<file path="config.mk">
export PLATFORM = sky130hd
export DESIGN_NAME = bgr888_to_rgb565_row_stream
export DESIGN_NICKNAME = d
export VERILOG_FILES = /design/src/brs_pkg.sv /design/src/brs_front.sv /design/src/brs_queue.sv /design/src/brs_back.sv /design/src/bgr888_to_rgb565_row_stream.sv
export SDC_FILE = /design/constraint.sdc
export NUM_CORES = 1
export LEC_CHECK = 0
export ABC_AREA = 1
export BUFFER_PORTS_ARGS = -buffer_cell sky130_fd_sc_hd__buf_4
export CAP_MARGIN = 20
export CELL_PAD_IN_SITES_DETAIL_PLACEMENT = 0
export CELL_PAD_IN_SITES_GLOBAL_PLACEMENT = 1
export CORE_ASPECT_RATIO = 1.75
export CORE_UTILIZATION = 45
export CTS_CLUSTER_SIZE = 24
export DETAILED_ROUTE_END_ITERATION = 8
export PLACE_DENSITY_LB_ADDON = 0.2
export SLEW_MARGIN = 20
export SYNTH_ARGS = -nofsm -noshare
export SYNTH_HDL_FRONTEND = slang
export SYNTH_SLANG_ARGS = --single-unit
</file>
<file path="constraint.sdc">
create_clock -name clock -period 5.55 [get_ports clock]
set_input_delay 0.2775 -clock clock [delete_from_list [all_inputs] [get_ports clock]]
set_output_delay 0.2775 -clock clock [all_outputs]
set_load 0.005 [all_outputs]
</file>
<file path="src/brs_pkg.sv">
// ----------------------------------------------------------------------------
// BGR888 to RGB565 row stream: shared package
// Types and constants used by the front end, the queue and the back end.
// ----------------------------------------------------------------------------
package brs_pkg;

   // Register field widths.
   localparam int SizeW   = 13;
   localparam int OrientW = 2;
   localparam int AddrW   = 26;
   localparam int WordW   = 16;
   localparam int StrideW = SizeW + 2;

   // Job queue between the front and back ends.
   localparam int QueueDepth = 4;
   localparam int QueuePtrW  = 2;
   localparam int QueueCntW  = 3;

   // Configuration register indexes.
   typedef enum logic [1:0] {
      CSR_IMAGE_WIDTH     = 2'd0,
      CSR_IMAGE_ROWS      = 2'd1,
      CSR_ORIENT_MODE     = 2'd2,
      CSR_SOURCE_TOP_DOWN = 2'd3
   } csr_index_type;

   // Orientation modes (any other code keeps the source order).
   localparam logic [OrientW-1:0] ORIENT_TOP_DOWN  = 2'd1;
   localparam logic [OrientW-1:0] ORIENT_BOTTOM_UP = 2'd2;

   // Byte phase of the front end.
   typedef enum logic [1:0] {
      PH_BLUE  = 2'd0,
      PH_GREEN = 2'd1,
      PH_RED   = 2'd2,
      PH_SKIP  = 2'd3
   } phase_type;

   // Clamped configuration seen by both ends.
   typedef struct packed {
      logic [SizeW-1:0] width;
      logic [SizeW-1:0] rows;
      logic             flip;
      logic             odd;
   } cfg_type;

   // One pixel job handed from the front end to the back end.
   typedef struct packed {
      logic [WordW-1:0] pixel;
      logic [SizeW-1:0] column;
      logic [SizeW-1:0] dest_row;
      logic             pad;
      logic             image_end;
   } job_type;

endpackage

</file>
<file path="src/brs_front.sv">
// ----------------------------------------------------------------------------
// BGR888 to RGB565 row stream: front end
// Collects blue, green and red bytes, drops source row padding, keeps the
// column and row counters and issues one pixel job per completed triple.
// ----------------------------------------------------------------------------
module brs_front (
   input  logic              clock,
   input  logic              reset,
   input  brs_pkg::cfg_type  cfg,
   input  logic              accept,
   input  logic [7:0]        source_byte,
   output logic              job_push,
   output brs_pkg::job_type  job
);

   brs_pkg::phase_type             phase_ff, phase_in;
   logic [7:0]                     blue_ff, blue_in;
   logic [7:0]                     green_ff, green_in;
   logic [brs_pkg::SizeW-1:0]      column_ff, column_in;
   logic [brs_pkg::SizeW-1:0]      row_ff, row_in;
   logic [1:0]                     skip_ff, skip_in;

   logic [brs_pkg::SizeW-1:0]      col_clamp;
   logic [brs_pkg::SizeW-1:0]      row_clamp;
   logic [brs_pkg::SizeW:0]        column_next;
   logic [brs_pkg::SizeW:0]        row_next;
   logic                           row_end;
   logic                           image_end;

   // State registers.
   always_ff @(posedge clock) begin
      if (reset) begin
         phase_ff  <= brs_pkg::PH_BLUE;
         blue_ff   <= '0;
         green_ff  <= '0;
         column_ff <= '0;
         row_ff    <= '0;
         skip_ff   <= '0;
      end else begin
         phase_ff  <= phase_in;
         blue_ff   <= blue_in;
         green_ff  <= green_in;
         column_ff <= column_in;
         row_ff    <= row_in;
         skip_ff   <= skip_in;
      end
   end

   // Position of the pixel that the red byte completes.
   always_comb begin
      column_next = {1'b0, column_ff} + 1'b1;
      row_next    = {1'b0, row_ff} + 1'b1;
      row_end     = column_next >= {1'b0, cfg.width};
      image_end   = row_end && (row_next >= {1'b0, cfg.rows});
      col_clamp   = (column_ff < cfg.width) ? column_ff : cfg.width - 1'b1;
      row_clamp   = (row_ff < cfg.rows) ? row_ff : cfg.rows - 1'b1;
   end

   // Job contents.
   always_comb begin
      job.pixel     = {source_byte[7:3], green_ff[7:2], blue_ff[7:3]};
      job.column    = col_clamp;
      job.dest_row  = cfg.flip ? (cfg.rows - 1'b1 - row_clamp) : row_clamp;
      job.pad       = row_end && cfg.odd;
      job.image_end = image_end;
   end

   // Next state of the byte sequencer.
   always_comb begin
      phase_in  = phase_ff;
      blue_in   = blue_ff;
      green_in  = green_ff;
      column_in = column_ff;
      row_in    = row_ff;
      skip_in   = skip_ff;
      job_push  = 1'b0;
      if (accept) begin
         case (phase_ff)
            brs_pkg::PH_BLUE: begin
               blue_in  = source_byte;
               phase_in = brs_pkg::PH_GREEN;
            end
            brs_pkg::PH_GREEN: begin
               green_in = source_byte;
               phase_in = brs_pkg::PH_RED;
            end
            brs_pkg::PH_RED: begin
               job_push = 1'b1;
               if (row_end) begin
                  column_in = '0;
                  row_in    = image_end ? '0 : row_next[brs_pkg::SizeW-1:0];
                  skip_in   = cfg.width[1:0];
                  phase_in  = (cfg.width[1:0] != 2'd0) ? brs_pkg::PH_SKIP
                                                       : brs_pkg::PH_BLUE;
               end else begin
                  column_in = column_next[brs_pkg::SizeW-1:0];
                  phase_in  = brs_pkg::PH_BLUE;
               end
            end
            brs_pkg::PH_SKIP: begin
               if (skip_ff <= 2'd1) begin
                  skip_in  = '0;
                  phase_in = brs_pkg::PH_BLUE;
               end else begin
                  skip_in = skip_ff - 2'd1;
               end
            end
            default: begin
               phase_in = brs_pkg::PH_BLUE;
            end
         endcase
      end
   end

endmodule

</file>
<file path="src/brs_queue.sv">
// ----------------------------------------------------------------------------
// BGR888 to RGB565 row stream: job queue
// Short first-in first-out queue that decouples the front and back ends.
// ----------------------------------------------------------------------------
module brs_queue (
   input  logic              clock,
   input  logic              reset,
   input  logic              push,
   input  brs_pkg::job_type  push_job,
   output logic              full,
   input  logic              pop,
   output logic              head_valid,
   output brs_pkg::job_type  head_job
);

   brs_pkg::job_type                 entry_ff [brs_pkg::QueueDepth];
   logic [brs_pkg::QueuePtrW-1:0]    wr_ptr_ff, wr_ptr_in;
   logic [brs_pkg::QueuePtrW-1:0]    rd_ptr_ff, rd_ptr_in;
   logic [brs_pkg::QueueCntW-1:0]    count_ff, count_in;
   logic                             do_push;
   logic                             do_pop;

   // Status and head entry.
   always_comb begin
      full       = count_ff == brs_pkg::QueueCntW'(brs_pkg::QueueDepth);
      head_valid = count_ff != '0;
      head_job   = entry_ff[rd_ptr_ff];
      do_push    = push && !full;
      do_pop     = pop && head_valid;
      wr_ptr_in  = do_push ? wr_ptr_ff + 1'b1 : wr_ptr_ff;
      rd_ptr_in  = do_pop ? rd_ptr_ff + 1'b1 : rd_ptr_ff;
      count_in   = count_ff;
      if (do_push && !do_pop) begin
         count_in = count_ff + 1'b1;
      end else if (do_pop && !do_push) begin
         count_in = count_ff - 1'b1;
      end
   end

   // Pointers and fill count.
   always_ff @(posedge clock) begin
      if (reset) begin
         wr_ptr_ff <= '0;
         rd_ptr_ff <= '0;
         count_ff  <= '0;
      end else begin
         wr_ptr_ff <= wr_ptr_in;
         rd_ptr_ff <= rd_ptr_in;
         count_ff  <= count_in;
      end
   end

   // Entry storage.
   always_ff @(posedge clock) begin
      if (do_push) begin
         entry_ff[wr_ptr_ff] <= push_job;
      end
   end

endmodule

</file>
<file path="src/brs_back.sv">
// ----------------------------------------------------------------------------
// BGR888 to RGB565 row stream: back end
// Forms the destination address of each job (row multiply, then add) and
// delivers the pixel word and, at the end of an odd row, the pad word.
// ----------------------------------------------------------------------------
module brs_back #(
   parameter int HEADER_BYTES = 66
) (
   input  logic                        clock,
   input  logic                        reset,
   input  brs_pkg::cfg_type            cfg,
   input  logic                        job_valid,
   input  brs_pkg::job_type            job,
   output logic                        job_pop,
   output logic                        rsp_valid,
   input  logic                        rsp_stall,
   output logic [brs_pkg::WordW-1:0]   rsp_output_word,
   output logic [brs_pkg::AddrW-1:0]   rsp_write_address,
   output logic                        rsp_is_pad,
   output logic                        rsp_run_last,
   output logic                        rsp_image_done
);

   localparam logic [brs_pkg::AddrW-1:0] HeaderAddr = brs_pkg::AddrW'(HEADER_BYTES);

   // Multiply stage.
   logic                              s1_valid_ff, s1_valid_in;
   brs_pkg::job_type                  s1_job_ff;
   logic [brs_pkg::AddrW-1:0]         s1_prod_ff;
   logic [brs_pkg::StrideW-1:0]       stride;
   logic [brs_pkg::StrideW+brs_pkg::SizeW-1:0] prod;
   logic                              s1_take;

   // Output stage.
   logic                              out_valid_ff, out_valid_in;
   logic [brs_pkg::WordW-1:0]         out_word_ff, out_word_in;
   logic [brs_pkg::AddrW-1:0]         out_addr_ff, out_addr_in;
   logic                              out_pad_ff, out_pad_in;
   logic                              out_last_ff, out_last_in;
   logic                              out_done_ff, out_done_in;
   logic                              pend_ff, pend_in;
   logic                              pend_done_ff, pend_done_in;
   logic                              out_free;

   // Row stride is twice the width rounded up to a multiple of four.
   always_comb begin
      stride = {1'b0, cfg.width, 1'b0} + (cfg.odd ? brs_pkg::StrideW'(2)
                                                  : brs_pkg::StrideW'(0));
      prod   = stride * job.dest_row;
   end

   // Stage handshakes: the pad word blocks the next pixel until it is loaded.
   always_comb begin
      out_free    = !out_valid_ff || !rsp_stall;
      s1_take     = out_free && !pend_ff && s1_valid_ff;
      job_pop     = job_valid && (!s1_valid_ff || s1_take);
      s1_valid_in = job_pop ? 1'b1 : (s1_take ? 1'b0 : s1_valid_ff);
   end

   // Multiply stage registers.
   always_ff @(posedge clock) begin
      if (reset) begin
         s1_valid_ff <= 1'b0;
      end else begin
         s1_valid_ff <= s1_valid_in;
      end
   end

   always_ff @(posedge clock) begin
      if (job_pop) begin
         s1_job_ff  <= job;
         s1_prod_ff <= prod[brs_pkg::AddrW-1:0];
      end
   end

   // Output register selection: pending pad word first, then the next pixel.
   always_comb begin
      out_valid_in = out_valid_ff;
      out_word_in  = out_word_ff;
      out_addr_in  = out_addr_ff;
      out_pad_in   = out_pad_ff;
      out_last_in  = out_last_ff;
      out_done_in  = out_done_ff;
      pend_in      = pend_ff;
      pend_done_in = pend_done_ff;
      if (out_free) begin
         if (pend_ff) begin
            out_valid_in = 1'b1;
            out_word_in  = '0;
            out_addr_in  = out_addr_ff + brs_pkg::AddrW'(2);
            out_pad_in   = 1'b1;
            out_last_in  = 1'b1;
            out_done_in  = pend_done_ff;
            pend_in      = 1'b0;
         end else if (s1_valid_ff) begin
            out_valid_in = 1'b1;
            out_word_in  = s1_job_ff.pixel;
            out_addr_in  = HeaderAddr + s1_prod_ff
                         + {{(brs_pkg::AddrW-brs_pkg::SizeW-1){1'b0}},
                            s1_job_ff.column, 1'b0};
            out_pad_in   = 1'b0;
            out_last_in  = !s1_job_ff.pad;
            out_done_in  = s1_job_ff.image_end && !s1_job_ff.pad;
            pend_in      = s1_job_ff.pad;
            pend_done_in = s1_job_ff.image_end;
         end else begin
            out_valid_in = 1'b0;
         end
      end
   end

   // Output registers.
   always_ff @(posedge clock) begin
      if (reset) begin
         out_valid_ff <= 1'b0;
         pend_ff      <= 1'b0;
      end else begin
         out_valid_ff <= out_valid_in;
         pend_ff      <= pend_in;
      end
   end

   always_ff @(posedge clock) begin
      out_word_ff  <= out_word_in;
      out_addr_ff  <= out_addr_in;
      out_pad_ff   <= out_pad_in;
      out_last_ff  <= out_last_in;
      out_done_ff  <= out_done_in;
      pend_done_ff <= pend_done_in;
   end

   assign rsp_valid         = out_valid_ff;
   assign rsp_output_word   = out_word_ff;
   assign rsp_write_address = out_addr_ff;
   assign rsp_is_pad        = out_pad_ff;
   assign rsp_run_last      = out_last_ff;
   assign rsp_image_done    = out_done_ff;

endmodule

</file>
<file path="src/bgr888_to_rgb565_row_stream.sv">
// A pixel word passes through the job queue, the multiply stage and the output register.
// Throughput: one source byte per cycle while the job queue is not full and req_stall is low.
// The back end delivers one result per cycle unless rsp_stall holds it; a padded pixel gives two results.
// A four-entry job queue absorbs output stalls before req_stall rises.
// Synchronous reset returns the registers to their defaults and empties all stages.
// ----------------------------------------------------------------------------
// BGR888 to RGB565 row stream: top level
// Configuration registers, clamping, and the front end, queue and back end.
// ----------------------------------------------------------------------------
module bgr888_to_rgb565_row_stream #(
   parameter int MAX_WIDTH    = 4096,
   parameter int MAX_ROWS     = 4096,
   parameter int HEADER_BYTES = 66
) (
   input  logic                        clock,
   input  logic                        reset,
   input  logic                        req_valid,
   output logic                        req_stall,
   input  logic [7:0]                  req_source_byte,
   output logic                        rsp_valid,
   input  logic                        rsp_stall,
   output logic [brs_pkg::WordW-1:0]   rsp_output_word,
   output logic [brs_pkg::AddrW-1:0]   rsp_write_address,
   output logic                        rsp_is_pad,
   output logic                        rsp_run_last,
   output logic                        rsp_image_done,
   input  logic                        csr_valid,
   output logic                        csr_ready,
   input  logic [1:0]                  csr_index,
   input  logic [brs_pkg::SizeW-1:0]   csr_data
);

   localparam logic [brs_pkg::SizeW+1:0] MaxWidth = (brs_pkg::SizeW+2)'(MAX_WIDTH);
   localparam logic [brs_pkg::SizeW+1:0] MaxRows  = (brs_pkg::SizeW+2)'(MAX_ROWS);

   logic [brs_pkg::SizeW-1:0]    width_ff;
   logic [brs_pkg::SizeW-1:0]    rows_ff;
   logic [brs_pkg::OrientW-1:0]  orient_ff;
   logic                         top_down_ff;
   brs_pkg::cfg_type             cfg;

   logic                         accept;
   logic                         job_push;
   brs_pkg::job_type             push_job;
   logic                         queue_full;
   logic                         job_pop;
   logic                         head_valid;
   brs_pkg::job_type             head_job;

   // Configuration registers; writes are always taken.
   assign csr_ready = 1'b1;

   always_ff @(posedge clock) begin
      if (reset) begin
         width_ff    <= brs_pkg::SizeW'(1);
         rows_ff     <= brs_pkg::SizeW'(1);
         orient_ff   <= '0;
         top_down_ff <= 1'b0;
      end else if (csr_valid) begin
         case (brs_pkg::csr_index_type'(csr_index))
            brs_pkg::CSR_IMAGE_WIDTH:     width_ff    <= csr_data;
            brs_pkg::CSR_IMAGE_ROWS:      rows_ff     <= csr_data;
            brs_pkg::CSR_ORIENT_MODE:     orient_ff   <= csr_data[brs_pkg::OrientW-1:0];
            brs_pkg::CSR_SOURCE_TOP_DOWN: top_down_ff <= csr_data[0];
            default:                      top_down_ff <= top_down_ff;
         endcase
      end
   end

   // Clamp the sizes into range and decide on the vertical flip.
   always_comb begin
      if (width_ff == '0) begin
         cfg.width = brs_pkg::SizeW'(1);
      end else if ({2'b00, width_ff} > MaxWidth) begin
         cfg.width = MaxWidth[brs_pkg::SizeW-1:0];
      end else begin
         cfg.width = width_ff;
      end
      if (rows_ff == '0) begin
         cfg.rows = brs_pkg::SizeW'(1);
      end else if ({2'b00, rows_ff} > MaxRows) begin
         cfg.rows = MaxRows[brs_pkg::SizeW-1:0];
      end else begin
         cfg.rows = rows_ff;
      end
      cfg.flip = ((orient_ff == brs_pkg::ORIENT_TOP_DOWN) && !top_down_ff)
              || ((orient_ff == brs_pkg::ORIENT_BOTTOM_UP) && top_down_ff);
      cfg.odd  = cfg.width[0];
   end

   // Input handshake: hold off only while the job queue is full.
   assign req_stall = queue_full;
   assign accept    = req_valid && !req_stall;

   brs_front u_front (
      .clock       (clock),
      .reset       (reset),
      .cfg         (cfg),
      .accept      (accept),
      .source_byte (req_source_byte),
      .job_push    (job_push),
      .job         (push_job)
   );

   brs_queue u_queue (
      .clock      (clock),
      .reset      (reset),
      .push       (job_push),
      .push_job   (push_job),
      .full       (queue_full),
      .pop        (job_pop),
      .head_valid (head_valid),
      .head_job   (head_job)
   );

   brs_back #(
      .HEADER_BYTES (HEADER_BYTES)
   ) u_back (
      .clock             (clock),
      .reset             (reset),
      .cfg               (cfg),
      .job_valid         (head_valid),
      .job               (head_job),
      .job_pop           (job_pop),
      .rsp_valid         (rsp_valid),
      .rsp_stall         (rsp_stall),
      .rsp_output_word   (rsp_output_word),
      .rsp_write_address (rsp_write_address),
      .rsp_is_pad        (rsp_is_pad),
      .rsp_run_last      (rsp_run_last),
      .rsp_image_done    (rsp_image_done)
   );

endmodule

</file>
Yosys cells after proc, flatten, opt, wreduce, memory -nomap -nowiden. Memories as Yosys holds them, arrays and structs flattened. A register that Yosys moved wholly into a read port is not among the register bits. Cells that the tools add are included.

Bitwise operators: 1. Order comparisons: 7. Reductions and logical operators: 47. Multipliers: 1. Add/sub/neg operators: 14. Equality and inequality tests: 11. Mux-type cells: 38.

Operators by type and width (count): 13-bit 2-to-1 mux (9); 26-bit 2-to-1 mux (2); 13-bit by 1-bit adder with 14-bit output (second input constant) (2); 14-bit by 13-bit greater-or-equal comparator with 1-bit output (2); 26-bit by 14-bit adder with 26-bit output (1); 26-bit by 2-bit adder with 26-bit output (second input constant) (1); 7-bit by 26-bit adder with 26-bit output (first input constant) (1); 13-bit > comparator (second input constant) (2); 13-bit zero test (2); 13-bit less-than comparator (2); 15-bit by 13-bit multiplier with 26-bit output (1); 13-bit by 1-bit subtractor with 13-bit output (second input constant) (2); 2-bit AND reduction (9); 16-bit 2-to-1 mux (1); 2-bit 2-to-1 mux (8); 14-bit by 15-bit adder with 15-bit output (1); 1-bit 2-to-1 mux (14); 1-bit logical AND (13); 13-bit subtractor (1); 2-bit == test (second input constant) (5); 2-bit nonzero test (5); 1-bit zero test (9); 3-bit AND reduction (3); 2-bit one-hot mux with 4 select lines (1); 14 further kinds (22).

Logic and storage cells: 147. Output and inout port bits: 48. RAM bits: 176. Memories kept: 1. Register bits: 188. Input port bits: 28.

Memories: u_queue.entry_ff (depth 4, width 44, rd ports 1, clocked after memory_dff 1, wr ports 1, RTL line brs_queue.sv:16) `brs_pkg::job_type entry_ff [brs_pkg::QueueDepth];`.

Longest topological paths before layout. Gate-level depths: netlist of run 1.

Depth in word-level cells: 10. Mapped depth: 37. Depth with buffers taken out: 37.

By module. Synthesis of run 1 repeated with hierarchy kept, for this count alone.

Cells, all modules: 2945. Area total of the unflattened synthesis: 25325.5 um^2.

By module, submodules not included: brs_back (area an instance 11722.5 um^2, cells an instance 1429, times used 1, sequential area each 3093.0 um^2); brs_queue (area an instance 7091.8 um^2, cells an instance 494, times used 1, sequential area each 5465.2 um^2); brs_front (area an instance 5066.1 um^2, cells an instance 813, times used 1, sequential area each 820.8 um^2); bgr888_to_rgb565_row_stream (area an instance 1445.1 um^2, cells an instance 209, times used 1, sequential area each 580.6 um^2).

Worst setup path before layout of run 1. Ideal clock, no wire load.

Path kind: flip-flop to flip-flop. From: register width_ff[5] (netlist name). To: register u_back.s1_prod_ff[25] (netlist name), data pin. Library setup time: 252 ps. Buffers on the path: 0. Stages on the path, launching flop included: 38. Setup slack: -487 ps. Arrival: 5785 ps. Data required time: 5298 ps. Period minus slack after synthesis: 6037 ps. Path through: dfxtp_1 > nor2_1 > nand2_1 > nor2_2 > nand2_2 > nand2_4 > nand2_4 > inv_4 > ha_1 > nand2_1 > nor2_2 > nand3_1 > xor2_1 > inv_2 > nor2_1 > fa_1 > inv_1 > fa_1 > (+2 left out) > inv_1 > fa_1 > fa_1 > inv_1 > ha_1 > nand2_1 > nor2_1 > nand2_1 > o211ai_1 > nand3_1 > nand2_1 > nand3_1 > nand2_1 > nand2_1 > nand2_1 > inv_1 > nand2_1 > nand2_1.

Word-level cells in the longest chain between the ends: 6. Elaborated cells between the ends (all ways): 7. Classes of those cells: add/sub: 1; mul: 1; order compare: 1; mux: 3; reduce/logical: 1.

RTL lines: start: declaration (RTL line bgr888_to_rgb565_row_stream.sv:36) `logic [brs_pkg::SizeW-1:0] width_ff;`; start signal: assignment (RTL line bgr888_to_rgb565_row_stream.sv:55) `width_ff <= brs_pkg::SizeW'(1);`; start signal: assignment (RTL line bgr888_to_rgb565_row_stream.sv:61) `brs_pkg::CSR_IMAGE_WIDTH: width_ff <= csr_data;`; 13-bit > comparator (RTL line bgr888_to_rgb565_row_stream.sv:74) `end else if ({2'b00, width_ff} > MaxWidth) begin`; 13-bit 2-to-1 mux (RTL line bgr888_to_rgb565_row_stream.sv:74); 13-bit 2-to-1 mux * (RTL line bgr888_to_rgb565_row_stream.sv:72) `if (width_ff == '0) begin`; 2-bit 2-to-1 mux (RTL line brs_back.sv:47) `stride = {1'b0, cfg.width, 1'b0} + (cfg.odd ? brs_pkg::StrideW'(2)`; 14-bit by 15-bit adder with 15-bit output * (RTL line brs_back.sv:47); 15-bit by 13-bit multiplier with 26-bit output * (RTL line brs_back.sv:49) `prod = stride * job.dest_row;`; net u_back.prod (one bit) (RTL line brs_back.sv:31) `logic [brs_pkg::StrideW+brs_pkg::SizeW-1:0] prod;`; end signal: assignment (RTL line brs_back.sv:72) `s1_prod_ff <= prod[brs_pkg::AddrW-1:0];`; end: declaration (RTL line brs_back.sv:29) `logic [brs_pkg::AddrW-1:0] s1_prod_ff;`.

Mark *: on every way through the listed nets, which the timed path passes. The rest lies on a longest branch. A chain may end at the register's enable or synchronous reset.

Worst setup path after layout of run 1.
From: register width_ff[11] (netlist name). To: register u_back.s1_prod_ff[25] (netlist name), data pin.

Same word-level chain as after synthesis.

==> results.tsv, run 1 <==
stage	metric	value	unit
finish	multi_input_area	12400	um2
finish	layout.nets	3156	
min_path	hp-start	csr_data[1]	
sta	skew	0.0254	ns
setup_path	cp_common_cell	fa_1	
sta	setup_viol	15	
die	fp.dieW	174	um
clock_network	cts_buffers	36	
synthesis	yosys-mux-area-fraction	0	%
power	p_leak	12.4	nW
finish	synthToLayoutAreaGrowth	20.7	%
die	start_util	45.5	%
sta	worst_pin_slew	0.915	ns
placed_design	globalplace.congestion	0.900	
setup_path	critPathLaunchType	register	
route	drt-total-wl	62200	um
synthesis	yosysSeqAreaShare	42.5	%
finish	finalNonFillerCells	3543	
synthesis	synth_warnings	0	
synthesis	yosys.cell_types.count	56	
setup_path	critPathRequiredTime	5.84	ns
clock_network	clockRootBuffer	clkbuf_16	
sta	fin_ws	-0.468	ns
setup_path	end_kind	register	
die	die_h	303	um
power	powerDensity	540	nW/um2
synthesis	synth_top_family_by_area	adder cells	
placed_design	place_ws	-0.508	ns
clock_network	cts.clk_slew.worst_paths	0.06	ns
synthesis	synthCells	2553	
die	io_pins	76	
setup_path	startpoint	width_ff[11]	
sta	hold_viol_final	0	
synthesis	synth_seq_cells	358	
min_path	hold_path_depth	3	
route	drtIter0Drc	902	
sta	period_share	108	%
sta	period_needed	6.02	ns
synthesis	synth_area	23300	um2
route	viasPerCell	5.17	
job	cap_violations	0	
placed_design	io_buffer_count	71	
clock_network	clock_sinks	358	
finish	seq_area	9940	um2
route	drc	0	
finish	drive_gt1_share	19.2	%
sta	slew_headroom	38.9	%
finish	utilization	54.9	%
global_route	grt_pass1_vias	18700	
placed_design	dp_cells	3445	
synthesis	synth_compound_area_share	10.6	%
synthesis	ys.flop_type	edfxtp_1	
route	drtPass1Iterations	5	
setup_path	crit_arrival	6.31	ns
placed_design	hpwl	49100	um
clock_network	clock_latency	0.56	ns
status	status	complete, but fails checks	
die	dieArea	52800	um2
setup_path	slowest_delay	0.55	ns
finish	fill_cells	4617	
power	ir_drop	0.373	mV
finish	antennaDiodeCount	0	
global_route	grt_max_degree	54	
die	rows	110	
global_route	grt_overflow	0	
setup_path	path_max_fanout	6	
synthesis	synth_simple_gate_area_share	17.4	%
global_route	grt_use_total	23.9	%
die	coreArea	51300	um2
global_route	grt_pass1_wl	98200	um
setup_path	ff2ff_setup_slack	-0.47	ns
sta	rsz0062_at_grt	yes	
setup_path	crit_slowest_cell	fa_1	
global_route	antenna_found_initial	0	
sta	maxSlewViolCount	0	
setup_path	critPathKind	reg2reg	
sta	whs	0.0273	ns
sta	max_freq	0.166	GHz
synthesis	synth-xor-area-share	3.11	%
min_path	min_to	width_ff[1]	
synthesis	synth_fa_ha_area_share	19.2	%
clock_network	clockBufferDepth	3	
route	ant_nets	0	
setup_path	r2r_end	u_back.s1_prod_ff[25]	
route	routedWlPerCell	17.6	um
synthesis	avgSynthCellArea	9.15	um2
route	route.vias.total	18300	
min_path	hold_class	in2reg	
status	violations	setup timing	
clock_network	h-tree-depth	2	
setup_path	r2r-start	width_ff[11]	
setup_path	reg2reg_depth	34	
synthesis	synth_edf_count	276	
clock_network	cts_tree	done	
synthesis	synthArstFlopShare	0	%
worst max path at each step:
stage	slack (ns)	endpoint	depth (start not counted)
3_3_place_gp	-0.50	u_back.s1_prod_ff[25]	35
5_1_grt	-0.80	u_back.s1_prod_ff[25]	37
2_1_floorplan	-0.27	u_back.s1_prod_ff[25]	37
3_5_place_dp	-0.51	u_back.s1_prod_ff[24]	30
4_1_cts	-0.44	u_back.s1_prod_ff[25]	35
6_report	-0.47	u_back.s1_prod_ff[25]	34
kinds of logic after synthesis:
family          Yosys count
fa+ha+maj               285
xor+xnor                 83
other cells               2
buf+inv                 427
flops                   358
simple gates            947
compound gates          451
area by class of cell:
type / count / share of cell area [%]
clock buffer: 39 / 3.24
sequential: 358 / 35.3
inverter: 359 / 4.84
clock inverter: 27 / 1.21
timing repair buffer: 309 / 8.63
tap: 672 / 2.98
multi-input combinational: 1779 / 43.8
cell usage after synthesis, types with 4 or more instances:
cell type,instances,area [um2]
fa_1,123,2460
ha_1,162,2030
nor3_1,25,125
inv_2,10,37.5
edfxtp_1,276,8290
a21o_1,7,52.6
dfxtp_1,82,1640
xnor2_1,22,193
nor2_2,14,87.6
clkbuf_1,47,176
or2_2,23,144
nor2_1,307,1150
nand3_1,107,536
nand2_4,5,56.3
buf_2,11,55.1
nand3_2,4,40.0
nand2_2,11,68.8
buf_6,4,45.0
clkinv_1,5,18.8
a21oi_1,151,756
o22ai_1,33,206
o21ai_0,206,1030
inv_1,340,1280
a31oi_1,12,75.1
o21ai_2,4,35.0
and2_1,10,62.6
nand2_1,411,1540
nand4_1,19,119
xor2_1,61,534
o211ai_1,10,75.1
inv_4,4,25.0
where the power goes:
part | total [mW] | switching [mW] | internal, mW
Combinational | 8.54 | 4.80 | 3.74
Clock | 2.55 | 1.09 | 1.46
Sequential | 4.13 | 0.317 | 3.81
Total | 15.2 | 6.21 | 9.01
critical path: cells and delay by family, from the launching register on:
kind | cells | cell delay [ns]
compound gates | 3 | 0.34
fa+ha+maj | 7 | 2.94
buf+inv | 6 | 0.40
simple gates | 17 | 1.62
flops | 1 | 0.32
xor+xnor | 1 | 0.16
registers in the layout (all words and copies together), names as in the netlist, 16 cells and up, named ones only:
| signal | count |
|---|---|
| u_back.rsp_output_word | 16 |
| u_back.rsp_write_address | 25 |
| u_back.s1_job_ff | 31 |
| u_back.s1_prod_ff | 24 |
| u_queue.entry_ff | 176 |
repair_timing:
action                                  in CTS  in global routing
buffers inserted                            10                  8
endpoints found under the setup margin      15                 17
hold endpoints to repair                    32                  0
pin swaps                                   45                 24
resized for setup                           60                 25
hold buffers                                15                  0
stage by stage:
stage,cell area [um2],setup TNS (ns),power [mW]
detailed placement,26400,-5.20,12.0
finish,28200,-5.67,15.2
floorplan,23700,-1.21,9.03
global route,28200,-10.03,16.4
CTS,28000,-4.59,15.1
global placement,26400,-4.89,11.9
layout by cell type, fill, tap and decap left out, types with 36 or more instances in the layout:
cell type,n
o21ai_0,197
xor2_1,58
ha_1,149
dfxtp_1,77
edfxtp_1,276
inv_1,323
a21oi_1,137
nor2_1,288
clkbuf_16,36
nand2_1,394
buf_4,279
fa_1,120
nand3_1,103
routing by layer:
metal / part of all wire [%] / vias to the layer above / GRT usage (%)
met5: 0 / - / 0
met4: 4.2 / 0 / 10.5
met3: 2.7 / 111 / 2.12
met2: 57 / 311 / 48.7
met1: 36 / 8857 / 24.2
li1: - / 9041 / -
Power figures use the tool's default switching activity.
==> inputs of run 2 (changes only) <==
--- a/config.mk
+++ b/config.mk
@@ -11,10 +11,11 @@
 export CELL_PAD_IN_SITES_DETAIL_PLACEMENT = 0
 export CELL_PAD_IN_SITES_GLOBAL_PLACEMENT = 1
 export CORE_ASPECT_RATIO = 1.75
-export CORE_UTILIZATION = 45
+export CORE_UTILIZATION = 50
 export CTS_CLUSTER_SIZE = 24
 export DETAILED_ROUTE_END_ITERATION = 8
 export PLACE_DENSITY_LB_ADDON = 0.2
+export SKIP_LAST_GASP = 1
 export SLEW_MARGIN = 20
 export SYNTH_ARGS = -nofsm -noshare
 export SYNTH_HDL_FRONTEND = slang
==> constraint.sdc (replaced) <==
create_clock -name clock -period 6.5 [get_ports clock]
set_input_delay 0.325 -clock clock [delete_from_list [all_inputs] [get_ports clock]]
set_output_delay 0.325 -clock clock [all_outputs]
set_load 0.005 [all_outputs]
==> run 2 against run 1 <==
Against the previous run:
- the flow finishes with violations (DRC)
- worst hold slack worse by 0.011 ns
- power down 25%
- via count down 2.9%
- first-iteration DRC count up 24%
- final cell count down 7.1%
- design area down 6.4%
- setup slack better by 0.76 ns
- register-to-register slack better by 0.76 ns
- combinational power down 33%
- global-route usage up 1.8 points
- sequential power down 15%
- critical path type unchanged
==> results.tsv, run 2 (synthesis results as in run 1) <==
stage	metric	value	unit
global_route	grt_use_total	25.7	%
placed_design	place_area	24900	um2
finish	multi_input_area	12000	um2
sta	maxSlewViolCount	0	
sta	period_needed	6.21	ns
sta	setup_viol	0	
clock_network	h-tree-depth	2	
setup_path	critPathRequiredTime	6.78	ns
die	dieArea	47600	um2
clock_network	cts.clk_slew.worst_paths	0.06	ns
power	powerDensity	431	nW/um2
placed_design	globalplace.congestion	0.890	
setup_path	slowest_delay	0.53	ns
die	die_h	288	um
setup_path	end_kind	register	
global_route	grt_pass1_vias	18200	
die	fp.dieW	165	um
placed_design	io_buffer_count	71	
die	rows	104	
sta	worst_pin_slew	0.967	ns
status	status	complete, but fails checks	
die	start_util	50.7	%
power	p_leak	11.5	nW
finish	fill_cells	4123	
finish	antennaDiodeCount	0	
sta	slew_headroom	34.9	%
route	drtIter0Drc	1114	
die	io_pins	76	
global_route	grt_max_degree	63	
setup_path	startpoint	width_ff[10]	
setup_path	r2r-start	width_ff[10]	
finish	drive_gt1_share	12.0	%
sta	hold_viol_final	0	
clock_network	cts_tree	done	
route	routedWlPerCell	18.0	um
clock_network	clock_sinks	358	
clock_network	clock_latency	0.55	ns
global_route	antenna_found_initial	0	
global_route	grt_pass1_wl	93500	um
setup_path	critPathKind	reg2reg	
status	violations	DRC	
setup_path	critPathLaunchType	register	
finish	largest_register_ffs	176	
global_route	grt_overflow	0	
clock_network	clockRootBuffer	clkbuf_16	
setup_path	crit_slowest_cell	fa_1	
setup_path	path_max_fanout	13	
job	cap_violations	0	
finish	largest-register	u_queue.entry_ff	
sta	fin_setup_tns	0	ns
finish	mostFrequentLayoutCell	nand2_1	
sta	rsz0062_at_grt	yes	
min_path	hold_class	in2reg	
sta	skew	0.0199	ns
clock_network	clockBufferDepth	3	
route	drt-total-wl	59300	um
die	coreArea	46100	um2
setup_path	cp_common_cell	fa_1	
finish	synthToLayoutAreaGrowth	13.0	%
route	drtPass1Iterations	7	
finish	layout.nets	2993	
route	viasPerCell	5.40	
clock_network	cts_buffers	37	
finish	final_cell_mix	nand2_1 (406), inv_1 (336), nor2_1 (301), edfxtp_1 (276), o21ai_0 (205)	
placed_design	hpwl	45400	um
finish	seq_area	9930	um2
setup_path	crit_arrival	6.49	ns
finish	finalInstanceArea	26400	um2
sta	max_freq	0.161	GHz
power	ir_drop	0.229	mV
route	route.vias.total	17800	
sta	period_share	95.5	%
route	drc	19	
min_path	hp-start	req_source_byte[6]	
route	ant_nets	0	
==> run 2: power breakdown <==
group	total, mW	switching [mW]	internal, mW	leakage (nW)
clock network	2.10	0.938	1.16	0.583
registers	3.51	0.262	3.25	3.29
logic	5.75	3.49	2.26	7.63
==> run 2: worst paths after layout <==
path / cells past startpoint / endpoint / slack (ns)
worst max-delay path: 30 / u_back.s1_prod_ff[17] / 0.29
worst min-delay path: 1 / u_queue.entry_ff[3][42] / 0.02
worst max register to register: 30 / u_back.s1_prod_ff[17] / 0.29
worst min register to register: 2 / top_down_ff / 0.48
==> run 2: worst max-delay path, delay by kind of cell (launching register included) <==
| kind | cells | cell delay, ns |
|---|---|---|
| flip-flops | 1 | 0.33 |
| AO/OA/AOI/OAI | 5 | 0.79 |
| adder cells (fa/ha/maj) | 7 | 2.98 |
| AND/OR/NAND/NOR | 10 | 1.05 |
| buffers and inverters | 6 | 0.44 |
| XOR/XNOR | 2 | 0.31 |
==> run 2: final cells by class <==
class                   count  share of cell area [%]
multi-input cells        1779                    45.5
inverters                 359                    5.16
repair buffers            145                    4.38
well taps                 583                    2.77
flip-flops and latches    358                    37.7
clock inverters            20                   0.759
clock buffers              47                    3.81
==> run 2: through the flow <==
step	power, mW	hold WS (ns)	utilization, %	instances	setup slack (ns)
floorplan	7.29	0.406	-	2564	0.463
global placement	8.93	0.451	54.1	3215	0.182
detailed placement	9.06	0.467	54.1	3215	0.125
CTS	11.2	0.00428	56.7	3284	0.0912
global route	12.4	0.00271	57.3	3291	-0.0436
finish	11.4	0.0165	57.3	3291	0.291
==> run 2: timing repair <==
| action | 4_1_cts | 5_1_grt |
|---|---|---|
| setup endpoints to repair | 0 | 10 |
| setup buffers | 0 | 6 |
| hold buffers | 2 | 0 |
| endpoints found under the hold margin | 8 | 0 |
| gates resized for setup | 0 | 33 |
==> run 2: per-layer routing <==
metal | global-route usage, % | up-vias | wire, um
met4 | 12.3 | 0 | 3020
met2 | 50.7 | 377 | 32900
met3 | 2.23 | 137 | 1750
met1 | 26.3 | 8550 | 21600
met5 | 0 | - | 0
li1 | - | 8716 | -
